===== src/hdl/qn_pkg.sv =====
`timescale 1ns / 1ps
package qn_pkg;

   localparam int C_W        = 16;   // component width
   localparam int SQR_W      = 32;   // one square
   localparam int SUM_W      = 33;   // sum of four squares
   localparam int RT_W       = 35;   // root/remainder width in the sqrt chain
   localparam int SQ_STEPS   = 18;   // sqrt cells, one per radicand bit pair
   localparam int M_W        = 17;   // rounded magnitude
   localparam int NUM_W      = 30;   // |c| * 2^14 + m/2
   localparam int Q_W        = 15;   // quotient bits
   localparam int DIV_STEPS  = 15;   // divider cells
   localparam int FRAC_BITS  = 14;
   localparam logic [Q_W-1:0] FRAC_ONE = Q_W'(16384);
   localparam logic [M_W-1:0] LEN_MAX  = M_W'(65535);

   typedef struct packed {
      logic [RT_W-1:0]         rem;
      logic [RT_W-1:0]         root;
      logic [3:0]              neg;
      logic [3:0][C_W-1:0]     mag;
      logic                    zero;
   } sq_word_type;

   typedef struct packed {
      logic [3:0][NUM_W-1:0]   rem;
      logic [3:0][Q_W-1:0]     quo;
      logic [M_W-1:0]          m;
      logic [3:0]              neg;
      logic                    zero;
   } div_word_type;

endpackage


===== src/hdl/qn_sqrt_cell.sv =====
`timescale 1ns / 1ps
module qn_sqrt_cell import qn_pkg::*; #(
   parameter int STEP = 0
) (
   input  logic        clock,
   input  logic        reset,
   input  logic        enable,
   input  logic        valid_in,
   input  sq_word_type word_in,
   output logic        valid_ff,
   output sq_word_type word_ff
);
   localparam logic [RT_W-1:0] BIT = RT_W'(1) << (2 * STEP);

   logic [RT_W-1:0] trial;
   sq_word_type     word_in_nx;

   always_comb begin
      trial      = word_in.root + BIT;
      word_in_nx = word_in;
      if (word_in.rem >= trial) begin
         word_in_nx.rem  = word_in.rem - trial;
         word_in_nx.root = (word_in.root >> 1) + BIT;
      end else begin
         word_in_nx.root = word_in.root >> 1;
      end
   end

   always_ff @(posedge clock) begin
      if (reset) begin
         valid_ff <= 1'b0;
      end else if (enable) begin
         valid_ff <= valid_in;
      end
      if (enable) begin
         word_ff <= word_in_nx;
      end
   end
endmodule


===== config.mk =====
export PLATFORM = sky130hd
export DESIGN_NAME = qn_sqrt_cell
export DESIGN_NICKNAME = d
export VERILOG_FILES = /design/src/hdl/qn_pkg.sv /design/src/hdl/qn_sqrt_cell.sv
export SDC_FILE = /design/constraint.sdc
export NUM_CORES = 1
export LEC_CHECK = 0
export ABC_AREA = 1
export BUFFER_PORTS_ARGS = -buffer_cell sky130_fd_sc_hd__clkbuf_2
export CAP_MARGIN = 20
export CORE_ASPECT_RATIO = 1.75
export CORE_UTILIZATION = 31
export DETAILED_ROUTE_END_ITERATION = 10
export SLEW_MARGIN = 10
export SYNTH_ARGS = -nofsm -noshare
export SYNTH_HDL_FRONTEND = slang
export SYNTH_SLANG_ARGS = --single-unit

===== constraint.sdc =====
create_clock -name clock -period 9.9 [get_ports clock]
set_clock_uncertainty 0.1 [all_clocks]
set_input_delay 0.99 -clock clock [delete_from_list [all_inputs] [get_ports clock]]
set_output_delay 0.99 -clock clock [all_outputs]
set_load 0.05 [all_outputs]

==> impl_metrics.xml, run 1 <==
<?xml version="1.0" encoding="UTF-8"?>
<metrics>
  <group name="clocking">
    <metric name="cts.reportedPaths.clkPinSlew" unit="ps">60</metric>
    <metric name="cts-resized-gates" unit="">0</metric>
    <metric name="cts_tree" unit="">done</metric>
    <metric name="cts_setup_buffers" unit="">0</metric>
    <metric name="clkSinkCount" unit="">140</metric>
    <metric name="cts_max_path_buffers" unit="">2</metric>
    <metric name="h_tree_levels" unit="">4</metric>
    <metric name="cts-root-buf" unit="">clkbuf_16</metric>
    <metric name="clk_latency" unit="ps">440</metric>
    <metric name="cts_inserted_buffers" unit="">17</metric>
    <metric name="cts_hold_buffers" unit="">0</metric>
  </group>
  <group name="worst_setup_path">
    <metric name="critPathKind" unit="">in2reg</metric>
    <metric name="crit_buf_inv" unit="">3</metric>
    <metric name="critical_path_peak_fanout" unit="">100</metric>
    <metric name="worst_setup_path_end_kind" unit="">flop</metric>
    <metric name="crit_chain" unit="">clkbuf_2 -&gt; ha_1 -&gt; inv_1 -&gt; nor2_1 -&gt; nand2_1 -&gt; nor3_1 -&gt; nand2_1 -&gt; xor2_1 -&gt; ha_1 -&gt; nand2_1 -&gt; nor2_2 -&gt; nand2_1 -&gt; nor2_1 -&gt; nand2_1 -&gt; nand3_2 -&gt; nand3_1 -&gt; nand2_2 -&gt; buf_4 -&gt; o21ai_0</metric>
    <metric name="crit_path_start_kind" unit="">input port</metric>
    <metric name="critical_path.max_stage_delay" unit="ps">690</metric>
    <metric name="path_delay_family" unit="">simple AND/OR/NAND/NOR gates</metric>
    <metric name="arrival_time_at_the_worst_endpoint" unit="ps">5680</metric>
    <metric name="critPathRequiredTime" unit="ps">9940</metric>
    <metric name="critPathSlowestCell" unit="">buf_4</metric>
    <metric name="worst_path_most_repeated_cell" unit="">nand2_1</metric>
  </group>
  <group name="logic_synthesis">
    <metric name="synth_compound_gate_area_share" unit="%">4.48</metric>
    <metric name="sequential_area_share_after_synthesis" unit="%">47.0</metric>
    <metric name="post_synthesis_simple_gate_area_fraction" unit="%">28.2</metric>
    <metric name="dominant_combinational_cell_family_by_area_after_synthesis" unit="">simple AND/OR/NAND/NOR gates</metric>
    <metric name="yosys.area_share.xor_xnor" unit="%">7.75</metric>
    <metric name="yosys.area.top_type" unit="">edfxtp_1</metric>
    <metric name="syn-cell-area" unit="um2">8930</metric>
    <metric name="netlist_top_cells_area" unit="">edfxtp_1, nand2_1, xor2_1</metric>
    <metric name="postSynth.asyncResetShare" unit="%">0</metric>
    <metric name="ys_types" unit="">31</metric>
    <metric name="synth_flop_cell" unit="">edfxtp_1</metric>
    <metric name="yosysWarnings" unit="">0</metric>
    <metric name="muxShareOfSynthArea" unit="%">0.112</metric>
    <metric name="synthesis.nets" unit="">1293</metric>
    <metric name="commonest_cells_post_synth" unit="">nand2_1, inv_1, edfxtp_1, nor2_1, xor2_1</metric>
    <metric name="synth_enable_flop_cells" unit="">139</metric>
    <metric name="synthAdderAreaFrac" unit="%">5.41</metric>
    <metric name="netlist.area_leader.share" unit="%">46.7</metric>
    <metric name="syn-mean-instance-area" unit="um2">8.03</metric>
    <metric name="postSynthCellCount" unit="">1112</metric>
    <metric name="synthMostInstantiatedCell" unit="">nand2_1</metric>
    <metric name="postSynthRegisterBits" unit="">140</metric>
  </group>
  <group name="sta">
    <metric name="whs" unit="ps">400</metric>
    <metric name="report.final.setup_viol" unit="">0</metric>
    <metric name="timing.fmax" unit="GHz">0.177</metric>
    <metric name="finalWorstPathRequiredPeriod" unit="ps">5640</metric>
    <metric name="post-route-period-util" unit="%">57.0</metric>
    <metric name="hold_viol_final" unit="">0</metric>
    <metric name="max-slew-margin-rel" unit="%">37.0</metric>
    <metric name="maxSlewViolCount" unit="">0</metric>
    <metric name="setup_total_negative_slack" unit="ps">0</metric>
    <metric name="setup_repair_after_global_routing_missed_its_margin" unit="">false</metric>
    <metric name="tightestPinTransition" unit="ps">945</metric>
  </group>
  <group name="routing">
    <metric name="met1_length" unit="um">10900</metric>
    <metric name="route.detailed.drc" unit="">0</metric>
    <metric name="viasPerCell" unit="">4.71</metric>
    <metric name="drtAntennaViolNets" unit="">0</metric>
    <metric name="route.vias.total" unit="">8409</metric>
    <metric name="met2_layer_wire_length_in_the_routed_design" unit="um">18000</metric>
    <metric name="drt_first_iter_violations" unit="">524</metric>
    <metric name="met3WireLength" unit="um">1780</metric>
    <metric name="drt_wl_total" unit="um">32900</metric>
    <metric name="topRoutingLayerUsed" unit="">met4</metric>
    <metric name="routedWlPerCell" unit="um">18.4</metric>
    <metric name="drt-pass1-iter-count" unit="">5</metric>
  </group>
  <group name="finish">
    <metric name="diodes" unit="">0</metric>
    <metric name="syn2layout_area_growth" unit="%">27.0</metric>
    <metric name="nets" unit="">1580</metric>
    <metric name="finish.utilization" unit="%">40.3</metric>
    <metric name="share_of_cells_above_drive_strength_1" unit="%">22.8</metric>
  </group>
  <group name="place">
    <metric name="dpl.hpwl" unit="um">26800</metric>
    <metric name="gpl.final_weighted_congestion" unit="">1.01</metric>
    <metric name="portBuffers" unit="">282</metric>
  </group>
  <group name="floorplan">
    <metric name="die_w" unit="um">130</metric>
    <metric name="std_cell_rows" unit="">81</metric>
    <metric name="die-area" unit="um2">29500</metric>
    <metric name="design.portCount" unit="">283</metric>
    <metric name="initial_utilization" unit="%">31.7</metric>
    <metric name="die_y" unit="um">227</metric>
    <metric name="core_area" unit="um2">28200</metric>
  </group>
  <group name="global_route">
    <metric name="first_global_vias" unit="">8417</metric>
    <metric name="grt_pass1_wl" unit="um">47700</metric>
    <metric name="grt_usage" unit="%">22.9</metric>
    <metric name="globalRoute.totalOverflow" unit="">0</metric>
    <metric name="initial_antenna_violation_count" unit="">0</metric>
    <metric name="grt_start_max_net_pins" unit="">101</metric>
  </group>
  <group name="run">
    <metric name="timing.max_cap.violations" unit="">0</metric>
  </group>
  <group name="pwr">
    <metric name="vdd_ir_drop_max" unit="mV">0.112</metric>
    <metric name="report.power.total" unit="mW">2.03</metric>
    <metric name="total_leakage_power" unit="nW">5.54</metric>
    <metric name="power_density" unit="nW/um2">179</metric>
  </group>
  <group name="run_status">
    <metric name="status" unit="">complete, no violations</metric>
  </group>
  <group name="hold_path">
    <metric name="hold_path.class" unit="">reg2reg</metric>
  </group>
</metrics>
cell families (layout without fill, tap and decap cells):
family | after synthesis | count (layout)
AND/OR/NAND/NOR | 617 | 617
buffers and inverters | 160 | 460
flip-flops | 140 | 140
XOR/XNOR | 79 | 79
AO/OA/AOI/OAI | 77 | 77
adder cells (fa/ha/maj) | 38 | 38
multiplexers | 1 | 1
power by group:
group | leakage, nW | total (mW) | internal, mW | switching (mW)
Combinational | 3.88 | 0.609 | 0.144 | 0.465
Sequential | 1.37 | 0.754 | 0.732 | 0.0222
Clock | 0.288 | 0.671 | 0.399 | 0.272
registers in the layout (all words and copies together) (netlist names):
register  count
valid_ff      1
word_ff     139
layout by cell type, fill, tap and decap left out, types with 2 or more instances in the layout:
master	n
nand3b_1	11
o21bai_1	2
xnor2_1	4
nand3_1	55
nor2_1	97
clkbuf_2	281
clkinv_4	2
nor3_1	29
nor2_2	4
o21ai_0	40
edfxtp_1	139
clkbuf_16	17
a21o_1	2
a21oi_1	29
bufinv_16	3
clkinvlp_4	3
ha_1	37
xor2_1	75
inv_6	4
clkinv_1	2
o21ai_1	2
nand4_1	10
nand2_2	2
inv_1	143
buf_4	2
nand2_1	406
cell type report:
type	instances	area [um2]
fill	2986	16800
clock inverter	15	184
multi-input combinational	812	4100
sequential	140	4190
timing repair buffer	284	1430
tap	373	467
clock buffer	17	425
inverter	144	541
through the flow:
stage,cells,setup WS [ps],instance area [um2]
floorplan,1112,5820,8930
global placement,1753,3870,10700
detailed placement,1753,3870,10700
CTS,1785,4330,11300
global route,1785,4050,11300
finish,1785,4260,11300
routing by layer:
layer | track usage (%) | vias to the layer above
met5 | 0 | -
met4 | 15.8 | 0
met3 | 4.34 | 97
met2 | 44.3 | 354
met1 | 20.8 | 3786
li1 | - | 4172
tightest hold or removal path, stage by stage (launching register included):
cell and delay (ps):
dfxtp_1 330, mux2i_1 70, nor2_1 70
path summary, 6_finish.rpt:
check / startpoint / end / slack (ps) / cells after the start
min reg2reg: valid_ff$_SDFFE_PP0P_ / valid_ff$_SDFFE_PP0P_ / 400 / 2
min: valid_ff$_SDFFE_PP0P_ / valid_ff$_SDFFE_PP0P_ / 400 / 2
max: word_in[70] / word_ff[72]$_DFFE_PP_ / 4260 / 19
max reg2reg: valid_ff$_SDFFE_PP0P_ / valid_ff$_SDFFE_PP0P_ / 9220 / 2
(Power assumes the default switching activity.)
==> run 2, diff against run 1 <==
==> constraint.sdc (replaced) <==
create_clock -name clock -period 5.4 [get_ports clock]
set_clock_uncertainty 0.1 [all_clocks]
set_input_delay 0.54 -clock clock [delete_from_list [all_inputs] [get_ports clock]]
set_output_delay 0.54 -clock clock [all_outputs]
set_load 0.05 [all_outputs]
==> run 2 against run 1 <==
Combinational power is 82% higher. Final cell count is 0.17% higher. Global-route usage hardly changed. Via count is 0.70% higher. Count of clock-buffer cells in the layout stayed put. Largest power group unchanged. Non-clock buffer count is 4 higher. Largest cell class unchanged. Critical path type unchanged.
==> impl_metrics.xml, run 2 (synthesis gave the netlist of run 1 again) <==
<?xml version="1.0" encoding="UTF-8"?>
<metrics>
  <group name="worst_setup_path">
    <metric name="critPathRequiredTime" unit="ps">5460</metric>
    <metric name="arrival_time_at_the_worst_endpoint" unit="ps">5210</metric>
    <metric name="worst_setup_path_endpoint" unit="">word_ff[99]$_DFFE_PP_</metric>
    <metric name="critical_path_peak_fanout" unit="">69</metric>
    <metric name="critPathKind" unit="">in2reg</metric>
    <metric name="ff2ff_setup_slack" unit="ps">4720</metric>
    <metric name="worst_r2r_endpoint" unit="">valid_ff$_SDFFE_PP0P_</metric>
    <metric name="worstSetupStartpoint" unit="">word_in[69]</metric>
    <metric name="worst_setup_path_end_kind" unit="">flop</metric>
    <metric name="timing.reg2reg.worst_path_depth" unit="">2</metric>
    <metric name="crit_path_start_kind" unit="">input port</metric>
    <metric name="worst_r2r_startpoint" unit="">valid_ff$_SDFFE_PP0P_</metric>
  </group>
  <group name="place">
    <metric name="place_ws" unit="ps">61.4</metric>
    <metric name="placedCellCount" unit="">1757</metric>
    <metric name="gpl.final_weighted_congestion" unit="">1.02</metric>
    <metric name="dpl.hpwl" unit="um">27100</metric>
    <metric name="portBuffers" unit="">282</metric>
  </group>
  <group name="pwr">
    <metric name="report.power.total" unit="mW">3.75</metric>
    <metric name="total_leakage_power" unit="nW">5.57</metric>
    <metric name="power.switching" unit="mW">1.37</metric>
    <metric name="pwr-share-seq" unit="%">36.8</metric>
    <metric name="power_frac_clock" unit="%">33.4</metric>
    <metric name="p_comb_share" unit="%">29.7</metric>
    <metric name="vdd_ir_drop_max" unit="mV">0.222</metric>
    <metric name="power_density" unit="nW/um2">329</metric>
    <metric name="power.internal" unit="mW">2.38</metric>
    <metric name="switching_share" unit="%">36.6</metric>
  </group>
  <group name="finish">
    <metric name="largest_register_ffs" unit="">139</metric>
    <metric name="fill_cells" unit="">2961</metric>
    <metric name="syn2layout_area_growth" unit="%">27.5</metric>
    <metric name="nets" unit="">1584</metric>
    <metric name="share_of_cells_above_drive_strength_1" unit="%">23.1</metric>
    <metric name="layout_common_cells" unit="">nand2_1, clkbuf_2, inv_1, edfxtp_1, nor2_1</metric>
    <metric name="finalNonFillerCells" unit="">1788</metric>
    <metric name="registers_with_the_most_flip_flops" unit="">word_ff (139), valid_ff (1)</metric>
    <metric name="max_flop_register" unit="">word_ff</metric>
    <metric name="layout.cells.most_common" unit="">nand2_1</metric>
  </group>
  <group name="clocking">
    <metric name="cts_max_path_buffers" unit="">2</metric>
    <metric name="cts_inserted_buffers" unit="">17</metric>
    <metric name="clkSinkCount" unit="">140</metric>
    <metric name="cts_tree" unit="">done</metric>
    <metric name="cts.reportedPaths.clkPinSlew" unit="ps">60</metric>
    <metric name="cts-resized-gates" unit="">0</metric>
    <metric name="h_tree_levels" unit="">4</metric>
    <metric name="cts-root-buf" unit="">clkbuf_16</metric>
    <metric name="cts_setup_buffers" unit="">0</metric>
    <metric name="cts_hold_buffers" unit="">0</metric>
    <metric name="clk_latency" unit="ps">440</metric>
  </group>
  <group name="sta">
    <metric name="maxSlewViolCount" unit="">0</metric>
    <metric name="report.final.setup_viol" unit="">0</metric>
    <metric name="tightestPinTransition" unit="ps">1000</metric>
    <metric name="whs" unit="ps">146</metric>
    <metric name="setup_total_negative_slack" unit="ps">0</metric>
    <metric name="post-route-period-util" unit="%">95.5</metric>
    <metric name="hold_viol_final" unit="">0</metric>
    <metric name="layout_setup_ws" unit="ps">243</metric>
    <metric name="max-slew-margin-rel" unit="%">32.8</metric>
    <metric name="setup_repair_after_global_routing_missed_its_margin" unit="">false</metric>
    <metric name="timing.fmax" unit="GHz">0.194</metric>
    <metric name="finalWorstPathRequiredPeriod" unit="ps">5160</metric>
  </group>
  <group name="routing">
    <metric name="drt_wl_total" unit="um">33100</metric>
    <metric name="route.vias.total" unit="">8468</metric>
    <metric name="drt_first_iter_violations" unit="">434</metric>
    <metric name="drtAntennaViolNets" unit="">0</metric>
    <metric name="drt-pass1-iter-count" unit="">5</metric>
    <metric name="route.detailed.drc" unit="">0</metric>
    <metric name="viasPerCell" unit="">4.74</metric>
    <metric name="routedWlPerCell" unit="um">18.5</metric>
  </group>
  <group name="global_route">
    <metric name="globalRoute.totalOverflow" unit="">0</metric>
    <metric name="grt_usage" unit="%">22.8</metric>
    <metric name="initial_antenna_violation_count" unit="">1</metric>
    <metric name="grt_start_max_net_pins" unit="">98</metric>
    <metric name="first_global_vias" unit="">8538</metric>
    <metric name="grt_pass1_wl" unit="um">47400</metric>
  </group>
  <group name="hold_path">
    <metric name="hold_path.class" unit="">in2reg</metric>
  </group>
  <group name="floorplan">
    <metric name="design.portCount" unit="">283</metric>
    <metric name="die_y" unit="um">227</metric>
    <metric name="initial_utilization" unit="%">31.7</metric>
    <metric name="std_cell_rows" unit="">81</metric>
    <metric name="die_w" unit="um">130</metric>
    <metric name="die-area" unit="um2">29500</metric>
    <metric name="core_area" unit="um2">28200</metric>
  </group>
  <group name="run_status">
    <metric name="status" unit="">complete, no violations</metric>
  </group>
  <group name="run">
    <metric name="timing.max_cap.violations" unit="">0</metric>
  </group>
</metrics>
run 2: changes by cell type in the layout (fill, tap and decap cells not counted), sizes merged:
cell      before  now
diode          0    1
clkinvlp       3    1
bufinv         3    4
inv          149  147
buf            3    7
clkinv         4    5
run 2: stage by stage:
step	instance area (um2)	util [%]
6_report	11400	40.4
5_1_grt	11400	40.4
4_1_cts	11400	40.4
3_5_place_dp	10800	38.2
3_3_place_gp	10800	38.2
2_1_floorplan	8930	-
run 2: cell type report:
class	count	area, um2	area share, %
clock buffer	17	425	3.74
sequential	140	4190	36.9
multi-input combinational	812	4100	36.0
clock inverter	13	190	1.67
inverter	144	541	4.75
antenna	1	2.50	0.0220
tap	373	467	4.10
timing repair buffer	288	1460	12.9
run 2: power groups by stage:
stage	Clock (mW)	Sequential [mW]	Combinational, mW
after floorplan	0	1.81	0.377
after global placement	0	1.40	1.11
after detailed placement	0	1.40	1.11
after CTS	1.28	1.38	1.12
after global routing	1.31	1.39	1.21
final	1.25	1.38	1.11
run 2: critical path, stage by stage:
cell and delay (ps):
clkbuf_2 190, ha_1 310, inv_1 60, nor2_1 330
nand2_1 220, nor3_1 800, nand2_1 230, nor2_1 180
xor2_1 110, ha_1 420, nand2_1 130, nor2_2 190
nand2_1 80, nor2_1 260, nand3_1 120, nand2_1 100
nor2_1 60, nand2_2 90, buf_4 540, o21ai_0 200
run 2: worst min-delay path by stage:
stage,from,to,slack (ps),depth (start not counted)
2_1_floorplan,reset,valid_ff$_SDFFE_PP0P_,510,1
3_3_place_gp,valid_ff$_SDFFE_PP0P_,valid_ff$_SDFFE_PP0P_,380,2
3_5_place_dp,valid_ff$_SDFFE_PP0P_,valid_ff$_SDFFE_PP0P_,400,2
4_1_cts,reset,valid_ff$_SDFFE_PP0P_,120,2
5_1_grt,reset,valid_ff$_SDFFE_PP0P_,140,2
6_report,reset,valid_ff$_SDFFE_PP0P_,150,2
run 2: per-layer routing:
layer	vias to the layer above	GRT usage (%)	wire length (um)
met4	0	17.7	2470
met1	3833	19.7	10800
met3	109	4.65	1830
li1	4183	-	-
met2	343	44.3	17900
met5	-	0	0
==> run 3, diff against run 2 <==
--- a/config.mk
+++ b/config.mk
@@ -8,7 +8,6 @@
 export ABC_AREA = 1
 export BUFFER_PORTS_ARGS = -buffer_cell sky130_fd_sc_hd__clkbuf_2
 export CAP_MARGIN = 20
-export CORE_ASPECT_RATIO = 1.75
 export CORE_UTILIZATION = 31
 export DETAILED_ROUTE_END_ITERATION = 10
 export SLEW_MARGIN = 10
==> run 3 against run 2 <==
Worst setup slack gained 680 ps. Wire length decreased by 4.3%. Utilization is 0.097 points lower. Global-route usage down 1.4 points. Die area about the same. Critical endpoint is now word_ff[101]$_DFFE_PP_. Sequential share of layout area is 0.20 points higher. Power is 3.0% lower. Combinational power about the same. Worst hold slack improved by 21 ps. Final cell count up 0.17%.
==> impl_metrics.xml, run 3 (synthesis gave the netlist of run 1 again) <==
<?xml version="1.0" encoding="UTF-8"?>
<metrics>
  <group name="worst_setup_path">
    <metric name="timing.reg2reg.worst_path_depth" unit="">2</metric>
    <metric name="path_delay_family" unit="">simple AND/OR/NAND/NOR gates</metric>
    <metric name="worst_r2r_endpoint" unit="">valid_ff$_SDFFE_PP0P_</metric>
    <metric name="crit_path_start_kind" unit="">input port</metric>
    <metric name="worst_setup_path_endpoint" unit="">word_ff[101]$_DFFE_PP_</metric>
    <metric name="crit_buf_inv" unit="">3</metric>
    <metric name="critPathRequiredTime" unit="ps">5440</metric>
    <metric name="critical_path.max_stage_delay" unit="ps">690</metric>
    <metric name="worst_setup_path_end_kind" unit="">flop</metric>
    <metric name="crit_chain" unit="">clkbuf_2 -&gt; ha_1 -&gt; inv_1 -&gt; nor2_1 -&gt; nand2_1 -&gt; nor3_1 -&gt; nand2_1 -&gt; xor2_1 -&gt; ha_1 -&gt; nand2_1 -&gt; nor2_2 -&gt; nand2_1 -&gt; nor2_1 -&gt; nand2_1 -&gt; nand3_2 -&gt; nand3_1 -&gt; nand2_2 -&gt; buf_4 -&gt; o21ai_0</metric>
    <metric name="worstSetupPathDepth" unit="">19</metric>
    <metric name="ff2ff_setup_slack" unit="ps">4710</metric>
    <metric name="critical_path_peak_fanout" unit="">35</metric>
    <metric name="critPathSlowestCell" unit="">nor3_1</metric>
    <metric name="worst_path_most_repeated_cell" unit="">nand2_1</metric>
    <metric name="worstSetupStartpoint" unit="">word_in[70]</metric>
    <metric name="critPathKind" unit="">in2reg</metric>
    <metric name="worst_r2r_startpoint" unit="">valid_ff$_SDFFE_PP0P_</metric>
    <metric name="arrival_time_at_the_worst_endpoint" unit="ps">4520</metric>
  </group>
  <group name="clocking">
    <metric name="clk_latency" unit="ps">420</metric>
    <metric name="cts_inserted_buffers" unit="">17</metric>
    <metric name="cts_hold_buffers" unit="">0</metric>
    <metric name="cts-root-buf" unit="">clkbuf_16</metric>
    <metric name="h_tree_levels" unit="">4</metric>
    <metric name="cts-resized-gates" unit="">0</metric>
    <metric name="cts_setup_buffers" unit="">0</metric>
    <metric name="cts_max_path_buffers" unit="">2</metric>
    <metric name="cts.reportedPaths.clkPinSlew" unit="ps">60</metric>
    <metric name="clkSinkCount" unit="">140</metric>
    <metric name="cts_tree" unit="">done</metric>
  </group>
  <group name="sta">
    <metric name="setup_total_negative_slack" unit="ps">0</metric>
    <metric name="layout_setup_ws" unit="ps">921</metric>
    <metric name="finalWorstPathRequiredPeriod" unit="ps">4480</metric>
    <metric name="report.final.setup_viol" unit="">0</metric>
    <metric name="setup_repair_after_global_routing_missed_its_margin" unit="">false</metric>
    <metric name="hold_viol_final" unit="">0</metric>
    <metric name="tightestPinTransition" unit="ps">936</metric>
    <metric name="whs" unit="ps">167</metric>
    <metric name="maxSlewViolCount" unit="">0</metric>
    <metric name="post-route-period-util" unit="%">83.0</metric>
    <metric name="timing.fmax" unit="GHz">0.223</metric>
    <metric name="max-slew-margin-rel" unit="%">37.0</metric>
  </group>
  <group name="place">
    <metric name="gpl.final_weighted_congestion" unit="">1.02</metric>
    <metric name="place_ws" unit="ps">679</metric>
    <metric name="portBuffers" unit="">282</metric>
    <metric name="dpl.hpwl" unit="um">25900</metric>
  </group>
  <group name="floorplan">
    <metric name="design.portCount" unit="">283</metric>
    <metric name="die_w" unit="um">172</metric>
    <metric name="initial_utilization" unit="%">31.8</metric>
    <metric name="core_area" unit="um2">28100</metric>
    <metric name="std_cell_rows" unit="">61</metric>
    <metric name="die-area" unit="um2">29500</metric>
    <metric name="die_y" unit="um">172</metric>
  </group>
  <group name="global_route">
    <metric name="grt_start_max_net_pins" unit="">91</metric>
    <metric name="initial_antenna_violation_count" unit="">0</metric>
    <metric name="grt_usage" unit="%">21.5</metric>
    <metric name="first_global_vias" unit="">8293</metric>
    <metric name="grt_pass1_wl" unit="um">46200</metric>
    <metric name="globalRoute.totalOverflow" unit="">0</metric>
  </group>
  <group name="routing">
    <metric name="route.detailed.drc" unit="">0</metric>
    <metric name="drt_wl_total" unit="um">31700</metric>
    <metric name="drt-pass1-iter-count" unit="">5</metric>
    <metric name="drtAntennaViolNets" unit="">0</metric>
    <metric name="route.vias.total" unit="">8482</metric>
    <metric name="drt_first_iter_violations" unit="">666</metric>
    <metric name="routedWlPerCell" unit="um">17.7</metric>
    <metric name="viasPerCell" unit="">4.74</metric>
  </group>
  <group name="run">
    <metric name="timing.max_cap.violations" unit="">0</metric>
  </group>
  <group name="pwr">
    <metric name="total_leakage_power" unit="nW">5.53</metric>
    <metric name="report.power.total" unit="mW">3.64</metric>
    <metric name="vdd_ir_drop_max" unit="mV">0.184</metric>
    <metric name="power_density" unit="nW/um2">321</metric>
  </group>
  <group name="run_status">
    <metric name="status" unit="">complete, no violations</metric>
  </group>
  <group name="finish">
    <metric name="layout.cells.most_common" unit="">nand2_1</metric>
    <metric name="diodes" unit="">0</metric>
    <metric name="max_flop_register" unit="">word_ff</metric>
    <metric name="finish.utilization" unit="%">40.3</metric>
    <metric name="registers_with_the_most_flip_flops" unit="">word_ff (139), valid_ff (1)</metric>
    <metric name="largest_register_ffs" unit="">139</metric>
    <metric name="nets" unit="">1584</metric>
    <metric name="share_of_cells_above_drive_strength_1" unit="%">22.9</metric>
    <metric name="syn2layout_area_growth" unit="%">26.8</metric>
    <metric name="layout_common_cells" unit="">nand2_1, clkbuf_2, inv_1, edfxtp_1, nor2_1</metric>
  </group>
  <group name="hold_path">
    <metric name="hold_path.class" unit="">in2reg</metric>
  </group>
</metrics>
-- run 3: cell count changes in the layout (fill, tap and decap cells not counted) --
| cell | change |
|---|---|
| clkinv_4 | -3 |
| bufinv_16 | -2 |
| clkinv_2 | +2 |
| clkinvlp_4 | +2 |
| clkinv_1 | +1 |
| diode_2 | -1 |
| inv_6 | -1 |
-- run 3: worst min path at each step --
stage / startpoint / endpoint / slack, ps / cells past startpoint
after floorplan: reset / valid_ff$_SDFFE_PP0P_ / 510 / 1
after global placement: valid_ff$_SDFFE_PP0P_ / valid_ff$_SDFFE_PP0P_ / 380 / 2
after detailed placement: valid_ff$_SDFFE_PP0P_ / valid_ff$_SDFFE_PP0P_ / 390 / 2
after CTS: reset / valid_ff$_SDFFE_PP0P_ / 150 / 2
after global routing: reset / valid_ff$_SDFFE_PP0P_ / 160 / 2
final: reset / valid_ff$_SDFFE_PP0P_ / 170 / 2
-- run 3: power breakdown --
part	leakage (nW)	internal (mW)	switching (mW)
logic	3.90	0.268	0.853
registers	1.37	1.34	0.0353
clock network	0.264	0.669	0.470
-- run 3: per-layer routing --
metal | vias up | global-route usage (%) | share of wire (%) | routed length, um
met3 | 69 | 3.15 | 5.4 | 1710
met2 | 352 | 39.6 | 51 | 16200
met1 | 3882 | 23.9 | 39 | 12500
met5 | - | 0 | 0 | 0
li1 | 4179 | - | - | -
met4 | 0 | 10.7 | 4.0 | 1280
-- run 3: layout make-up --
class | count | area [um2]
fill | 2955 | 16800
sequential | 140 | 4190
clock inverter | 12 | 124
clock buffer | 17 | 425
timing repair buffer | 288 | 1460
inverter | 144 | 541
multi-input combinational | 812 | 4100
tap | 378 | 473
-- run 3: through the flow --
step	area (um2)	cells
2_1_floorplan	8930	1112
3_3_place_gp	10800	1762
3_5_place_dp	10800	1762
4_1_cts	11300	1791
5_1_grt	11300	1791
6_report	11300	1791
